===== config.mk =====
export PLATFORM = sky130hd
export DESIGN_NAME = bpc_div
export DESIGN_NICKNAME = d
export VERILOG_FILES = /design/src/hdl/baro_pressure_temp_compensation_top_macros.svh /design/src/hdl/bpc_pkg.sv /design/src/hdl/bpc_div.sv
export SDC_FILE = /design/constraint.sdc
export NUM_CORES = 2
export LEC_CHECK = 0
export BUFFER_PORTS_ARGS = -buffer_cell sky130_fd_sc_hd__buf_2
export CORE_UTILIZATION = 30
export CTS_CLUSTER_DIAMETER = 150
export DETAILED_ROUTE_END_ITERATION = 16
export PLACE_DENSITY = 0.5
export SLEW_MARGIN = 20
export SYNTH_ARGS = -nofsm -noshare
export SYNTH_HDL_FRONTEND = slang
export SYNTH_MEMORY_MAX_BITS = 65536
export SYNTH_SLANG_ARGS = --single-unit

===== constraint.sdc =====
create_clock -name i_clk -period 5.75 [get_ports i_clk]
set_input_delay 1.725 -clock i_clk [delete_from_list [all_inputs] [get_ports i_clk]]
set_output_delay 1.725 -clock i_clk [all_outputs]
set_load 0.005 [all_outputs]

===== src/hdl/baro_pressure_temp_compensation_top_macros.svh =====
// Assertion macros used by the barometer compensation top level.
`ifndef BARO_PRESSURE_TEMP_COMPENSATION_TOP_MACROS_SVH
`define BARO_PRESSURE_TEMP_COMPENSATION_TOP_MACROS_SVH
`ifndef SYNTHESIS
// Clocked check, masked while reset is low
`define BPC_ASSERT(lbl, clk, rst_n, prop, msg) \
    lbl: assert property (@(posedge clk) disable iff (!rst_n) (prop)) else $error(msg);
// Clocked check, active through reset as well
`define BPC_ASSERT_ALWAYS(lbl, clk, prop, msg) \
    lbl: assert property (@(posedge clk) (prop)) else $error(msg);
`else
`define BPC_ASSERT(lbl, clk, rst_n, prop, msg)
`define BPC_ASSERT_ALWAYS(lbl, clk, prop, msg)
`endif
`endif


===== src/hdl/bpc_pkg.sv =====
// Package: constants, register indexes and helpers for barometer compensation.
package bpc_pkg;

    localparam int DATA_W     = 32;
    localparam int CFG_IDX_W  = 3;
    localparam int UT_W       = 16;
    localparam int UP_W       = 19;
    localparam int TEMP_W     = 16;
    localparam int PRESS_W    = 20;
    localparam int OSS_W      = 2;
    localparam int DIV_SIDE_W = 1;

    // Register indexes of the configuration port
    typedef enum logic [CFG_IDX_W-1:0] {
        CFG_AC1_AC2      = 3'd0,
        CFG_AC3_AC4      = 3'd1,
        CFG_AC5_AC6      = 3'd2,
        CFG_B1_B2        = 3'd3,
        CFG_MC_MD        = 3'd4,
        CFG_OVERSAMPLING = 3'd5
    } t_cfg_idx;

    localparam logic [OSS_W-1:0]  OSS_RESET   = 2'd3;
    localparam logic [DATA_W-1:0] B6_OFFSET   = 32'd4000;
    localparam logic [DATA_W-1:0] B4_BIAS     = 32'd32768;
    localparam logic [DATA_W-1:0] PRESS_SCALE = 32'd50000;
    localparam logic [DATA_W-1:0] K_SQ        = 32'd3038;
    localparam logic [DATA_W-1:0] K_LIN       = 32'hFFFF_E343;  // -7357
    localparam logic [DATA_W-1:0] K_OFS       = 32'd3791;
    localparam logic [DATA_W-1:0] TEMP_ROUND  = 32'd8;
    localparam logic [DATA_W-1:0] B3_ROUND    = 32'd2;
    localparam logic [DATA_W-1:0] PRESS_MAX   = 32'd1048575;
    localparam logic [DATA_W-1:0] TEMP_MAX    = 32'd32767;
    localparam logic [DATA_W-1:0] TEMP_MIN    = 32'hFFFF_8000;

    // Arithmetic right shift of a 32-bit word
    function automatic logic [DATA_W-1:0] asr(input logic [DATA_W-1:0] v, input int s);
        return DATA_W'($signed(v) >>> s);
    endfunction

    // Sign-extend a 16-bit half word
    function automatic logic [DATA_W-1:0] sx16(input logic [15:0] v);
        return {{16{v[15]}}, v};
    endfunction

endpackage


===== src/hdl/bpc_div.sv =====
// Pipelined unsigned restoring divider, one quotient bit per stage, with sideband.
module bpc_div #(
    parameter int SIDE_W = bpc_pkg::DIV_SIDE_W
) (
    input  logic                       i_clk,
    input  logic                       i_rst_n,
    input  logic                       i_en,
    input  logic                       i_valid,
    input  logic [bpc_pkg::DATA_W-1:0] i_num,
    input  logic [bpc_pkg::DATA_W-1:0] i_den,
    input  logic [SIDE_W-1:0]          i_side,
    output logic                       o_valid,
    output logic [bpc_pkg::DATA_W-1:0] o_quo,
    output logic [SIDE_W-1:0]          o_side
);
    localparam int N = bpc_pkg::DATA_W;

    logic         r_vld  [0:N];
    logic [N-1:0] r_rem  [0:N];
    logic [N-1:0] r_num  [0:N];
    logic [N-1:0] r_den  [0:N];
    logic [N-1:0] r_quo  [0:N];
    logic [SIDE_W-1:0] r_side [0:N];

    // Load the first stage
    always_ff @(posedge i_clk) begin
        if (!i_rst_n) begin
            r_vld[0] <= 1'b0;
        end else if (i_en) begin
            r_vld[0] <= i_valid;
        end
    end

    always_ff @(posedge i_clk) begin
        if (i_en) begin
            r_rem[0]  <= '0;
            r_num[0]  <= i_num;
            r_den[0]  <= i_den;
            r_quo[0]  <= '0;
            r_side[0] <= i_side;
        end
    end

    // One trial subtraction per stage
    for (genvar k = 0; k < N; k++) begin : g_stage
        logic [N:0]   n_trial;
        logic [N:0]   n_diff;
        logic         n_ge;

        assign n_trial = {r_rem[k], r_num[k][N-1]};
        assign n_diff  = n_trial - {1'b0, r_den[k]};
        assign n_ge    = (n_trial >= {1'b0, r_den[k]});

        always_ff @(posedge i_clk) begin
            if (!i_rst_n) begin
                r_vld[k+1] <= 1'b0;
            end else if (i_en) begin
                r_vld[k+1] <= r_vld[k];
            end
        end

        always_ff @(posedge i_clk) begin
            if (i_en) begin
                r_rem[k+1]  <= n_ge ? n_diff[N-1:0] : n_trial[N-1:0];
                r_quo[k+1]  <= {r_quo[k][N-2:0], n_ge};
                r_num[k+1]  <= {r_num[k][N-2:0], 1'b0};
                r_den[k+1]  <= r_den[k];
                r_side[k+1] <= r_side[k];
            end
        end
    end

    assign o_valid = r_vld[N];
    assign o_quo   = r_quo[N];
    assign o_side  = r_side[N];

endmodule

# == Word level (Yosys, flattened, before mapping) ==
# Memory sizes are Yosys's and may differ from the RTL's.
# Cells that the tools add are included.
# classes
n_addsub,32
order_cmp,32
mux,70
bitwise_logic,33
# op_table
operator,n
>= comparator 33 x 32 -> 1 bit,32
two-way mux 32 bit,32
subtractor 32 bit,32
two-way mux 1 bit,38
OR 1 bit,33
# word_totals
reg_bits,0
ramBits,4290
in_bits,69
out_inout_bits,34
elab_cells,173
mem_count,6
# memory_table
memory,depth,width,rd,rd_ports_with_merged_regs,wr,line_no,rtl
r_den,33,32,32,0,33,bpc_div.sv:21,logic [N-1:0] r_den [0:N];
r_num,33,32,32,0,33,bpc_div.sv:20,logic [N-1:0] r_num [0:N];
r_quo,33,32,33,0,33,bpc_div.sv:22,logic [N-1:0] r_quo [0:N];
r_rem,33,32,32,0,33,bpc_div.sv:19,logic [N-1:0] r_rem [0:N];
r_side,33,1,33,0,33,bpc_div.sv:23,logic [SIDE_W-1:0] r_side [0:N];
r_vld,33,1,33,0,33,bpc_div.sv:18,logic r_vld [0:N];

# == Depth between registers and ports, before layout ==
# logic_depth
word_depth,4
mapped_depth,16
ltp_nobuf,14

# == Worst setup path after synthesis ==
# No wires, ideal clock.
# synth_path
path_type,register to register
start,memory r_rem[0][295] (netlist bit)
end,"memory r_rem[0][344] (netlist bit), data pin"
t_arrival_ns,3.391
t_required_ns,5.490
slack_ns,2.099
stages_incl_launch_ff,14
n_path_buf,1
cell_sequence,edfxtp_1 ha_1 a21oi_1 o21ai_1 or3_1 o22a_1 a41oi_2 nand3_1 a211oi_2 a21oi_1 a211o_1 a211oi_4 buf_6 mux2_2
# synth_rtl
item,line_no
start: declaration,bpc_div.sv:19

==> flow_summary.ini <==
[clock_tree]
hold_buffers = 0
clk_latency_ns = 0.97
post_cts_buffers = 0
cts_made_buffers = 371
cts_buffer_depth = 4
clkSinkCount = 3138
cts_tree = done
htreeDepth = 5
cts_resized = 0
root_buffer = clkbuf_16
clkTransAtPathRegs_ns = 0.05

[synth]
synthMuxAreaShare_pct = 3.45
yosys.area_share.adder_pct = 8.35
yosys_warnings = 0
syn-num-nets = 13500
synthSimpleGateAreaFrac_pct = 7.26
syn-cell-area_um2 = 156000
synthTopCellsByArea = edfxtp_1, ha_1, inv_1
syn_area_per_cell_um2 = 12.6
ys_seq_area_share_pct = 60.4
synth_seq_cells = 3138
synth_cell_type_count = 100
synth-xor-area-share_pct = 4.62
synth_top_area_share_pct = 60.4
synth_edf_count = 3137
synth_compound_area_share_pct = 12.3
synth_top_family_by_area = compound AO/OA/AOI/OAI gates
syn_inst = 12400
yosysTopAreaCell = edfxtp_1
synth_top_flop_cell = edfxtp_1
async_flop_share_pct = 0

[setup_path]
slowest_stage = o311ai_0
crit_cells = 14
arrival_ns = 5.32
crit_path_max_incr_delay_ns = 0.99
start_kind = flop
cp_top_family = compound AO/OA/AOI/OAI gates
reg2reg_depth = 14
critPathMaxFanout = 4
cp.required_ns = 6.47
path_cells = inv_1 -> ha_1 -> fa_1 -> nor2b_1 -> o21a_1 -> o21ai_0 -> a211oi_1 -> o221ai_1 -> o311ai_0 -> a21boi_0 -> o21ai_0 -> a211oi_1 -> xnor2_1 -> mux2_2
cp-end-kind = flop
crit_buf_inv = 1
path_class = reg2reg

[routing]
drtIter0Drc = 6337
post_drt_wl_per_cell_um = 17.7
ant_nets = 0
route.detailed.drc = 0
num_vias = 93800
wl_mm = 353
via_per_inst = 4.70
dr.pass1.iters = 7

[power]
total_power_mw = 97.4
clkPwrFrac_pct = 23.7
intPower_mw = 63.1
p_switching_mw = 34.3
p_per_area_nw_per_um2 = 548
cellLeakagePower_nw = 69.7
seqPwrFrac_pct = 36.7
p_sw_share_pct = 35.2
ir_drop_mv = 0.279
combPwrFrac_pct = 39.6

[sta]
final-max-slew-violation-count = 0
fin_crit_sh_pct = 80.1
fmax_mhz = 217
rsz0062_at_grt = false
period_needed_ns = 4.60
finalSetupTns_ns = 0
final.setup_skew_ns = 0.0616
slew_headroom_pct = 22.7
setup_viol_count_final = 0
hold_violations = 0
worstMarginPinSlew_ns = 1.16

[placed_design]
dp_hpwl_mm = 260
io_buffers = 102
gp_congestion = 0.866
postPlaceCellArea_um2 = 166000

[worst_hold_path]
worst_hold_path_type = reg2reg
hold_depth = 0

[global_route]
antenna_found_initial = 8
gr-usage-met1_pct = 16.0
grt_overflow = 0
gr-usage-all-layers_pct = 13.0
use_met3_pct = 1.69
grt_pass1_vias = 92300
use_met2_pct = 23.7
busiest_layer = met2
grt_max_degree = 161
grt_pass1_wl_mm = 540

[floorplanning]
die_h_um = 723
dieArea_um2 = 523000
rows = 264
chipWidth_um = 723
core_area_um2 = 518000
start_util_pct = 30.2
pin_count = 103

[cells_and_area]
fill_cells = 50900
syn_to_final_growth_pct = 13.8
final_util_pct = 34.3
final_common_cell = edfxtp_1
final_nets = 13800
final_cell_mix = edfxtp_1, inv_1, ha_1, a21oi_1, nand2_1
post-route-cell-area_um2 = 178000
drive_gt1_share_pct = 9.64

[flow_run]
cap_violations = 0

[outcome]
status = finished clean
==> worst paths after layout <==
| check | from | endpoint | slack (ns) |
|---|---|---|---|
| setup reg to reg | r_num[0][575] | r_rem[0][604] | 1.15 |
| hold reg to reg | r_quo[17][9] | r_quo[18][10] | 0.39 |
| setup / recovery | r_num[0][575] | r_rem[0][604] | 1.15 |
| hold / removal | r_quo[17][9] | r_quo[18][10] | 0.39 |
==> worst reg2reg max path, stage by stage, from the launching register on <==
cell      delay (ns)
edfxtp_1        0.35
inv_1           0.05
ha_1            0.22
fa_1            0.40
nor2b_1         0.13
o21a_1          0.13
o21ai_0         0.10
a211oi_1        0.34
o221ai_1        0.29
o311ai_0        0.99
a21boi_0        0.33
o21ai_0         0.46
a211oi_1        0.16
xnor2_1         0.15
mux2_2          0.27
==> registers in the layout, indices dropped and copies added (netlist names) <==
name	flops
r_num	528
r_quo	528
r_rem	992
r_vld	33
r_den	1024
r_side	33
==> synthesized netlist by cell type, types with 39 or more instances <==
master	count
edfxtp_1	3137
inv_1	1236
ha_1	994
a21oi_1	886
nand2_1	825
o21ai_0	769
nor2_1	522
xnor2_1	506
a21o_1	497
mux2_2	396
xor2_1	317
nand3_1	200
clkbuf_1	180
nor2b_1	152
nor3_1	125
nand2b_1	121
nand4_1	121
o21a_1	121
o21bai_1	115
and3_1	107
a31oi_1	82
o31ai_1	78
a211oi_1	76
a21boi_0	71
and2_1	45
o211ai_1	42
mux2i_1	39
==> layer usage <==
layer | part of all wire [%] | wire [um]
met2 | 50 | 178000
met3 | 3.4 | 11900
met4 | 3.2 | 11300
met1 | 43 | 152000
met5 | 0 | 0
==> area by class of cell <==
type / instances / area [um^2] / area share [%]
tap: 6916 / 8650 / 4.87
clock inverter: 224 / 2080 / 1.17
multi-input combinational: 7772 / 56400 / 31.7
inverter: 1238 / 4650 / 2.62
antenna: 3 / 7.51 / 0.00423
timing repair buffer: 220 / 1830 / 1.03
sequential: 3138 / 94200 / 53.0
clock buffer: 454 / 9830 / 5.53
==> metrics by stage <==
| step | setup WS (ns) | instances | hold WS [ns] |
|---|---|---|---|
| floorplan | 2.10 | 12400 | 0.400 |
| global placement | 1.14 | 19300 | 0.400 |
| detailed placement | 1.15 | 19300 | 0.405 |
| CTS | 1.15 | 20000 | 0.376 |
| global route | 0.937 | 20000 | 0.393 |
| finish | 1.15 | 20000 | 0.390 |
==> logic make-up after synthesis <==
group                      count (synthesis)
and+or+nand+nor                         2392
xor gates and xnor gates                 823
muxes                                    475
adders and majority gates               1024
buffers and inverters                   1478
AOI/OAI and AO/OA                       3058
DFF                                     3138
==> power groups by stage <==
stage	logic, mW	clock network [mW]	registers [mW]
2_1_floorplan	30.0	0	34.3
3_3_place_gp	38.3	0	36.5
3_5_place_dp	38.4	0	36.4
4_1_cts	38.7	24.0	36.0
5_1_grt	43.0	24.8	36.3
6_report	38.6	23.0	35.8
Note: power is estimated with default switching activity, not from simulation.
